## config.mk

```make
export PLATFORM = sky130hd
export DESIGN_NAME = chroma_intra_predictor_8x8
export DESIGN_NICKNAME = d
export VERILOG_FILES = /design/src/hw/rtl/cip8_pkg.sv /design/src/hw/rtl/cip8_front.sv /design/src/hw/rtl/cip8_queue.sv /design/src/hw/rtl/cip8_back.sv /design/src/hw/rtl/chroma_intra_predictor_8x8.sv
export SDC_FILE = /design/constraint.sdc
export NUM_CORES = 2
export LEC_CHECK = 0
export ABC_AREA = 1
export BUFFER_PORTS_ARGS = -buffer_cell sky130_fd_sc_hd__buf_2
export CORE_UTILIZATION = 50
export CTS_CLUSTER_SIZE = 12
export DETAILED_ROUTE_END_ITERATION = 8
export GPL_TIMING_DRIVEN = 0
export PLACE_DENSITY = 0.68
export SLEW_MARGIN = 20
export SYNTH_ARGS = -nofsm -noshare
export SYNTH_HDL_FRONTEND = slang
export SYNTH_SLANG_ARGS = --single-unit
```

## constraint.sdc

```tcl
create_clock -name clk -period 35.9 [get_ports clk]
set_input_delay 3.59 -clock clk [delete_from_list [all_inputs] [get_ports clk]]
set_output_delay 3.59 -clock clk [all_outputs]
set_load 0.02 [all_outputs]
```

## src/hw/rtl/cip8_pkg.sv

```systemverilog
`timescale 1ns / 1ps

package cip8_pkg;

	localparam int unsigned QUEUE_DEPTH = 2;
	localparam int unsigned ROWS = 8;

	localparam logic [1:0] MODE_DC   = 2'd0;
	localparam logic [1:0] MODE_VERT = 2'd1;
	localparam logic [1:0] MODE_HORZ = 2'd2;
	localparam logic [1:0] MODE_TM   = 2'd3;

	localparam logic [7:0] DC_NONE = 8'd128;

	// Work kinds after classification. DC and vertical both repeat one row.
	typedef enum logic [1:0] {
		KIND_COPY,
		KIND_HORZ,
		KIND_TM
	} kind_t;

	typedef struct packed {
		logic [1:0]  mode;
		logic        up_ok;
		logic        left_ok;
		logic [63:0] u_above;
		logic [63:0] v_above;
		logic [63:0] u_left;
		logic [63:0] v_left;
		logic [7:0]  u_corner;
		logic [7:0]  v_corner;
	} req_t;

	typedef struct packed {
		logic [63:0] u_row;
		logic [63:0] v_row;
		logic [2:0]  row_index;
		logic        last_row;
	} row_t;

	typedef struct packed {
		kind_t       kind;
		logic [63:0] u_above;
		logic [63:0] v_above;
		logic [63:0] u_left;
		logic [63:0] v_left;
		logic [7:0]  u_corner;
		logic [7:0]  v_corner;
	} job_t;

endpackage

```

## src/hw/rtl/cip8_front.sv

```systemverilog
`timescale 1ns / 1ps

module cip8_front (
	input  logic            clk,
	input  logic            arst_n,
	input  logic            req_valid,
	output logic            req_ready,
	input  cip8_pkg::req_t  req_data,
	output logic            job_valid,
	input  logic            job_ready,
	output cip8_pkg::job_t  job
);

	logic           valid_s1;
	cip8_pkg::job_t job_s1;
	cip8_pkg::job_t job_next;
	logic [7:0]     u_dc;
	logic [7:0]     v_dc;

	function automatic logic [10:0] byte_sum(input logic [63:0] w);
		logic [10:0] s;
		s = '0;
		for (int k = 0; k < 8; k++) begin
			s = s + 11'(w[k*8 +: 8]);
		end
		return s;
	endfunction

	function automatic logic [7:0] dc_mean(input logic [63:0] above, input logic [63:0] left,
			input logic up, input logic lf);
		logic [11:0] sa;
		logic [11:0] sl;
		logic [11:0] both;
		logic [7:0]  m;
		sa = 12'(byte_sum(above));
		sl = 12'(byte_sum(left));
		both = sa + sl + 12'd8;
		case ({up, lf})
			2'b11:   m = both[11:4];
			2'b10:   m = 8'((sa + 12'd4) >> 3);
			2'b01:   m = 8'((sl + 12'd4) >> 3);
			default: m = cip8_pkg::DC_NONE;
		endcase
		return m;
	endfunction

	always_comb begin
		u_dc = dc_mean(req_data.u_above, req_data.u_left, req_data.up_ok, req_data.left_ok);
		v_dc = dc_mean(req_data.v_above, req_data.v_left, req_data.up_ok, req_data.left_ok);
		job_next.u_above  = req_data.u_above;
		job_next.v_above  = req_data.v_above;
		job_next.u_left   = req_data.u_left;
		job_next.v_left   = req_data.v_left;
		job_next.u_corner = req_data.u_corner;
		job_next.v_corner = req_data.v_corner;
		case (req_data.mode)
			cip8_pkg::MODE_DC: begin
				// DC becomes a repeated row filled with the mean.
				job_next.kind    = cip8_pkg::KIND_COPY;
				job_next.u_above = {8{u_dc}};
				job_next.v_above = {8{v_dc}};
			end
			cip8_pkg::MODE_VERT: job_next.kind = cip8_pkg::KIND_COPY;
			cip8_pkg::MODE_HORZ: job_next.kind = cip8_pkg::KIND_HORZ;
			default:             job_next.kind = cip8_pkg::KIND_TM;
		endcase
	end

	assign req_ready = !valid_s1 || job_ready;
	assign job_valid = valid_s1;
	assign job       = job_s1;

	always_ff @(posedge clk or negedge arst_n) begin
		if (!arst_n) begin
			valid_s1 <= 1'b0;
		end else if (req_ready) begin
			valid_s1 <= req_valid;
		end
	end

	always_ff @(posedge clk) begin
		if (req_valid && req_ready) begin
			job_s1 <= job_next;
		end
	end

endmodule

```

## src/hw/rtl/cip8_queue.sv

```systemverilog
`timescale 1ns / 1ps

module cip8_queue #(
	parameter int unsigned DEPTH = cip8_pkg::QUEUE_DEPTH
) (
	input  logic            clk,
	input  logic            arst_n,
	input  logic            push_valid,
	output logic            push_ready,
	input  cip8_pkg::job_t  push_job,
	output logic            pop_valid,
	input  logic            pop_ready,
	output cip8_pkg::job_t  pop_job
);

	localparam int unsigned PTR_W = (DEPTH > 1) ? $clog2(DEPTH) : 1;
	localparam int unsigned CNT_W = $clog2(DEPTH + 1);
	localparam logic [PTR_W-1:0] LAST_PTR = PTR_W'(DEPTH - 1);
	localparam logic [CNT_W-1:0] FULL_CNT = CNT_W'(DEPTH);

	cip8_pkg::job_t   mem_q [DEPTH];
	logic [PTR_W-1:0] wr_ptr_q;
	logic [PTR_W-1:0] rd_ptr_q;
	logic [CNT_W-1:0] count_q;
	logic             do_push;
	logic             do_pop;

	assign push_ready = (count_q != FULL_CNT);
	assign pop_valid  = (count_q != '0);
	assign pop_job    = mem_q[rd_ptr_q];
	assign do_push    = push_valid && push_ready;
	assign do_pop     = pop_valid && pop_ready;

	always_ff @(posedge clk or negedge arst_n) begin
		if (!arst_n) begin
			wr_ptr_q <= '0;
			rd_ptr_q <= '0;
			count_q  <= '0;
		end else begin
			if (do_push) begin
				wr_ptr_q <= (wr_ptr_q == LAST_PTR) ? '0 : wr_ptr_q + 1'b1;
			end
			if (do_pop) begin
				rd_ptr_q <= (rd_ptr_q == LAST_PTR) ? '0 : rd_ptr_q + 1'b1;
			end
			if (do_push && !do_pop) begin
				count_q <= count_q + 1'b1;
			end else if (do_pop && !do_push) begin
				count_q <= count_q - 1'b1;
			end
		end
	end

	always_ff @(posedge clk) begin
		if (do_push) begin
			mem_q[wr_ptr_q] <= push_job;
		end
	end

endmodule

```

## src/hw/rtl/cip8_back.sv

```systemverilog
`timescale 1ns / 1ps

module cip8_back (
	input  logic            clk,
	input  logic            arst_n,
	input  logic            job_valid,
	output logic            job_ready,
	input  cip8_pkg::job_t  job,
	output logic            row_valid,
	input  logic            row_ready,
	output cip8_pkg::row_t  row_data
);

	localparam logic [2:0] LAST_ROW = 3'(cip8_pkg::ROWS - 1);

	cip8_pkg::job_t job_q;
	logic           busy_q;
	logic [2:0]     row_q;
	logic           out_valid_q;
	cip8_pkg::row_t out_q;
	logic           advance;
	logic           finishing;
	cip8_pkg::row_t row_next;

	function automatic logic [63:0] tm_row(input logic [63:0] above, input logic [7:0] left,
			input logic [7:0] corner);
		logic [63:0]       r;
		logic signed [9:0] p;
		r = '0;
		for (int c = 0; c < 8; c++) begin
			p = signed'({2'b00, above[c*8 +: 8]}) + signed'({2'b00, left})
				- signed'({2'b00, corner});
			if (p < 0) begin
				r[c*8 +: 8] = 8'd0;
			end else if (p > 10'sd255) begin
				r[c*8 +: 8] = 8'd255;
			end else begin
				r[c*8 +: 8] = p[7:0];
			end
		end
		return r;
	endfunction

	always_comb begin
		row_next.row_index = row_q;
		row_next.last_row  = (row_q == LAST_ROW);
		case (job_q.kind)
			cip8_pkg::KIND_COPY: begin
				row_next.u_row = job_q.u_above;
				row_next.v_row = job_q.v_above;
			end
			cip8_pkg::KIND_HORZ: begin
				row_next.u_row = {8{job_q.u_left[row_q*8 +: 8]}};
				row_next.v_row = {8{job_q.v_left[row_q*8 +: 8]}};
			end
			default: begin
				row_next.u_row = tm_row(job_q.u_above, job_q.u_left[row_q*8 +: 8],
					job_q.u_corner);
				row_next.v_row = tm_row(job_q.v_above, job_q.v_left[row_q*8 +: 8],
					job_q.v_corner);
			end
		endcase
	end

	// The output register takes a row whenever it is empty or being drained.
	assign advance   = !out_valid_q || row_ready;
	assign finishing = busy_q && advance && (row_q == LAST_ROW);
	assign job_ready = !busy_q || finishing;
	assign row_valid = out_valid_q;
	assign row_data  = out_q;

	always_ff @(posedge clk or negedge arst_n) begin
		if (!arst_n) begin
			busy_q      <= 1'b0;
			row_q       <= '0;
			out_valid_q <= 1'b0;
		end else begin
			if (advance) begin
				out_valid_q <= busy_q;
			end
			if (job_valid && job_ready) begin
				busy_q <= 1'b1;
				row_q  <= '0;
			end else if (finishing) begin
				busy_q <= 1'b0;
			end else if (busy_q && advance) begin
				row_q <= row_q + 1'b1;
			end
		end
	end

	always_ff @(posedge clk) begin
		if (job_valid && job_ready) begin
			job_q <= job;
		end
		if (busy_q && advance) begin
			out_q <= row_next;
		end
	end

endmodule

```

## src/hw/rtl/chroma_intra_predictor_8x8.sv

```systemverilog
`timescale 1ns / 1ps

// Channel   Handshake              Payload                 Unit
// request   req_valid/req_ready    req_data  (req_t)       one 8x8 U and V block pair
// result    row_valid/row_ready    row_data  (row_t)       one row, eight per request
//
// A request is classified (DC mean worked out) and registered in the front stage,
// then waits in a short queue until the row sequencer takes it. The sequencer emits
// one row per cycle unless the result side stalls, and blocks follow without a gap.
// On the way out a job passes the queue, the sequencer and its output register.
// Reset clears all valid flags, queue pointers and the row counter.
// A stall on the result side holds the output register; requests keep being
// accepted until the queue and front stage are full.

module chroma_intra_predictor_8x8 #(
	parameter int unsigned QUEUE_DEPTH = cip8_pkg::QUEUE_DEPTH
) (
	input  logic            clk,
	input  logic            arst_n,
	input  logic            req_valid,
	output logic            req_ready,
	input  cip8_pkg::req_t  req_data,
	output logic            row_valid,
	input  logic            row_ready,
	output cip8_pkg::row_t  row_data
);

	logic           front_valid;
	logic           front_ready;
	cip8_pkg::job_t front_job;
	logic           back_valid;
	logic           back_ready;
	cip8_pkg::job_t back_job;

	cip8_front u_front (
		.clk       (clk),
		.arst_n    (arst_n),
		.req_valid (req_valid),
		.req_ready (req_ready),
		.req_data  (req_data),
		.job_valid (front_valid),
		.job_ready (front_ready),
		.job       (front_job)
	);

	cip8_queue #(
		.DEPTH (QUEUE_DEPTH)
	) u_queue (
		.clk        (clk),
		.arst_n     (arst_n),
		.push_valid (front_valid),
		.push_ready (front_ready),
		.push_job   (front_job),
		.pop_valid  (back_valid),
		.pop_ready  (back_ready),
		.pop_job    (back_job)
	);

	cip8_back u_back (
		.clk       (clk),
		.arst_n    (arst_n),
		.job_valid (back_valid),
		.job_ready (back_ready),
		.job       (back_job),
		.row_valid (row_valid),
		.row_ready (row_ready),
		.row_data  (row_data)
	);

endmodule

```

==> metrics.txt <==
outcome=finished clean; WL/cell=21.55 µm; Register-to-Register Path Depth=19; Hold Path Origin=u_front.job[168]$_DFFE_PP_; layout cells sized above 1=11.27%; first-pass GRT wire length=252,200 µm; Total GRT Usage=27.17%; Die Y=358.4 µm; post-CTS setup repair buffer count=0; worst hold path class=reg2reg; initial antenna violation count=23; commonest non-fill, non-tap cells in the layout=nand2_1 (1,600), edfxtp_1 (1,228), inv_1 (878); Post-synth EDFFs=between 1,000 and 1,500; commonest non-fill, non-tap cell in the layout=nand2_1; CTS-repair resized insts=0; Least-Margin Pin Slew=~1.1 ns; Area Growth Syn to Fin=15.24%; Synth async-reset ratio=0.8078%; Final Setup Violations=0; number of global-route vias before repair=slightly above 40,000; Unique masters post-synth=45; Crit. End Element=flop; # DRC=0; CP bufs+invs=6; RR Endpoint=u_back.row_data[131]$_DFFE_PP_; vias=42,550; GPL Wtd Cong=around 0.93; post-route setup TNS=0 ns; CP top delay family=adder cells; Ports=around 410; final count of pins violating max slew=0; Synth Cell Area=between 60,000 and 70,000 µm²; initial DRC count=~4,500; Avg Vias per Cell=5.308; CTS tree=yes; CTS H-tree depth=4; clk slew on worst S/H paths=about 0.060 ns; GR Overflow Total=0; Reg-to-Reg Start=u_back.row_q[2]$_DFFE_PN0P_; Max Fclk=between 0.09 and 0.1 GHz; row cnt=130; Hold-fix buffers, CTS=0; largest net degree at the start of global routing=96; PortBufs=about 410; post-route core utilization=approximately three fifths; RSZ-0062 raised after global routing=false; Die X-Extent=about 360 µm; Syn. warnings=0; Sink Count=between 1,000 and 1,500; fin nets=between 7,000 and 8,000; hpwl dp=around 130,000 µm; Clk Latency, worst-skew pair=0.79 ns; worst hold stages=0; prevailing post-synth register cell=edfxtp_1; crit path DAT=about 11 ns; CP Max Fanout=8; Synthesized Nets=between 6,000 and 7,000; Setup Crit Path Kind=in2reg; # Max-Cap Violations=0; Seq/Total Area, Yosys=between 50% and 60%; Gate Count Post-Synth=about 5,700; Max-slew headroom=26.69%; die area=between 100,000 and 150,000 µm²; first drt pass iteration count=6; Yosys reg bits=1,238; R2R setup slack=30.18 ns; Worst Skew=0.03775 ns; Clock Tree Buf Depth=3; Hold EP=u_queue.mem_q[1][168]$_DFFE_PP_; Final Hold Fails=0; Initial Util=between 50 and 60%; final WL=between 150,000 and 200,000 µm; mean area per synthesized cell=between 10 and 15 µm²; startpoint types=input pin; DRT antenna net count=0; Core Area=125,700 µm²; Tcrit/Tclk final=between 20 and 30%; Slowest-stage cell, CP=fa_1; worst path required time=between 30 and 40 ns; number of CTS-inserted buffers=about 130; fillcell total=about 10,000; fin crit period=slightly above 10 ns; CTS Root Cell=clkbuf_16; Min Hold Slack=0.4196 ns; slowest stage delay, CP=between 0.6 and 0.7 ns
[metrics by stage]
| stage | setup slack (ns) | std cells | area, µm² |
|---|---|---|---|
| finish | 25.74 | 8017 | 73170 |
| global route | 25.34 | 8008 | 73150 |
| CTS | 25.81 | 8004 | 73140 |
| detailed placement | 25.03 | 7780 | 68950 |
| global placement | 4.945 | 7730 | 67630 |
| floorplan | 16.01 | 5667 | 63500 |
[worst register-to-register path, delay by kind of cell (launching register included)]
family | cells | cell delay [ns]
simple gates | 8 | 1.35
buf+inv | 4 | 1.31
compound gates | 5 | 1.08
fa+ha+maj | 2 | 1.08
flops | 1 | 0.54
[flip-flops by register name, summed over array words and instances, names as in the netlist]
name / cells
u_queue.count_q: 2
u_queue.wr_ptr_q: 1
u_back.row_q: 3
u_front.job: 274
u_queue.rd_ptr_q: 1
u_queue.mem_q: 548
u_front.job_valid: 1
u_back.row_data: 132
u_back.busy_q: 1
u_back.row_valid: 1
u_back.job_q: 274
[kinds of logic after synthesis]
group / share of synthesized area (%)
flops: 58.47
fa+ha+maj: 14.51
buf+inv: 6.042
simple gates: 13.42
xor+xnor: 1.628
compound gates: 5.927
[cell usage after synthesis, types with 2 or more instances]
master,count,area (µm²)
a21oi_1,184,920.9
inv_1,879,3299
or2_2,16,100.1
nor2_1,176,660.6
clkbuf_1,110,412.9
xor2_1,79,691.9
o21ai_1,4,20.02
o22ai_1,4,25.02
buf_6,2,22.52
a211oi_1,9,67.56
buf_4,2,15.01
a21boi_0,2,15.01
inv_2,2,7.510
o221ai_1,30,262.8
nor3_1,19,95.09
o2111ai_1,5,43.79
o31ai_1,3,22.52
a21o_1,17,127.6
a41oi_1,9,78.83
and3_1,2,12.51
nand3_1,207,1036
nand4_1,35,219.0
nand3b_1,5,37.54
edfxtp_1,1228,36880
o21a_1,5,37.54
dfrtp_1,10,250.2
ha_1,282,3528
fa_1,284,5685
nand2_2,23,143.9
and2_1,15,93.84
nand2_1,1600,6006
o21bai_1,20,150.1
o21ai_0,198,991.0
buf_1,5,18.77
nor2_2,7,43.79
buf_2,7,35.03
nand3_2,3,30.03
xnor2_1,39,341.6
nand2_4,4,45.04
o211ai_1,131,983.4
[worst max-delay path by stage]
stage	slack [ns]	to	cells past startpoint	from
finish	25.74	u_front.job[163]$_DFFE_PP_	28	req_data[16]
detailed placement	25.03	u_front.job[207]$_DFFE_PP_	34	req_data[16]
floorplan	16.01	u_queue.count_q[1]$_DFFE_PN0P_	9	row_ready
global placement	4.94	u_queue.count_q[1]$_DFFE_PN0P_	10	row_ready
CTS	25.81	u_front.job[207]$_DFFE_PP_	34	req_data[16]
global route	25.34	u_front.job[215]$_DFFE_PP_	35	req_data[80]
[final cells by class]
class	instances	area, µm²	share of cell area, %
flip-flops and latches	1238	37130	50.74
multi-input cells	3419	22570	30.85
clock buffers	174	3567	4.875
repair buffers	463	3338	4.562
inverters	882	3318	4.535
well taps	1650	2064	2.821
clock inverters	50	624.3	0.8533
plain buffers	128	528.0	0.7216
diodes	13	32.53	0.04446
[routing by layer]
layer  vias up  global-route usage, %  wire [µm]
li1      20120                      -          -
met5         -                      0         24
met2      1767                  44.05      81260
met1     20340                  36.91      71350
met4         4                  10.87       6695
met3       326                  4.102      13440
Power is left out: the tool's default activity adds up to more than one toggle a clock period on the data nets, which glitch-free logic cannot reach.
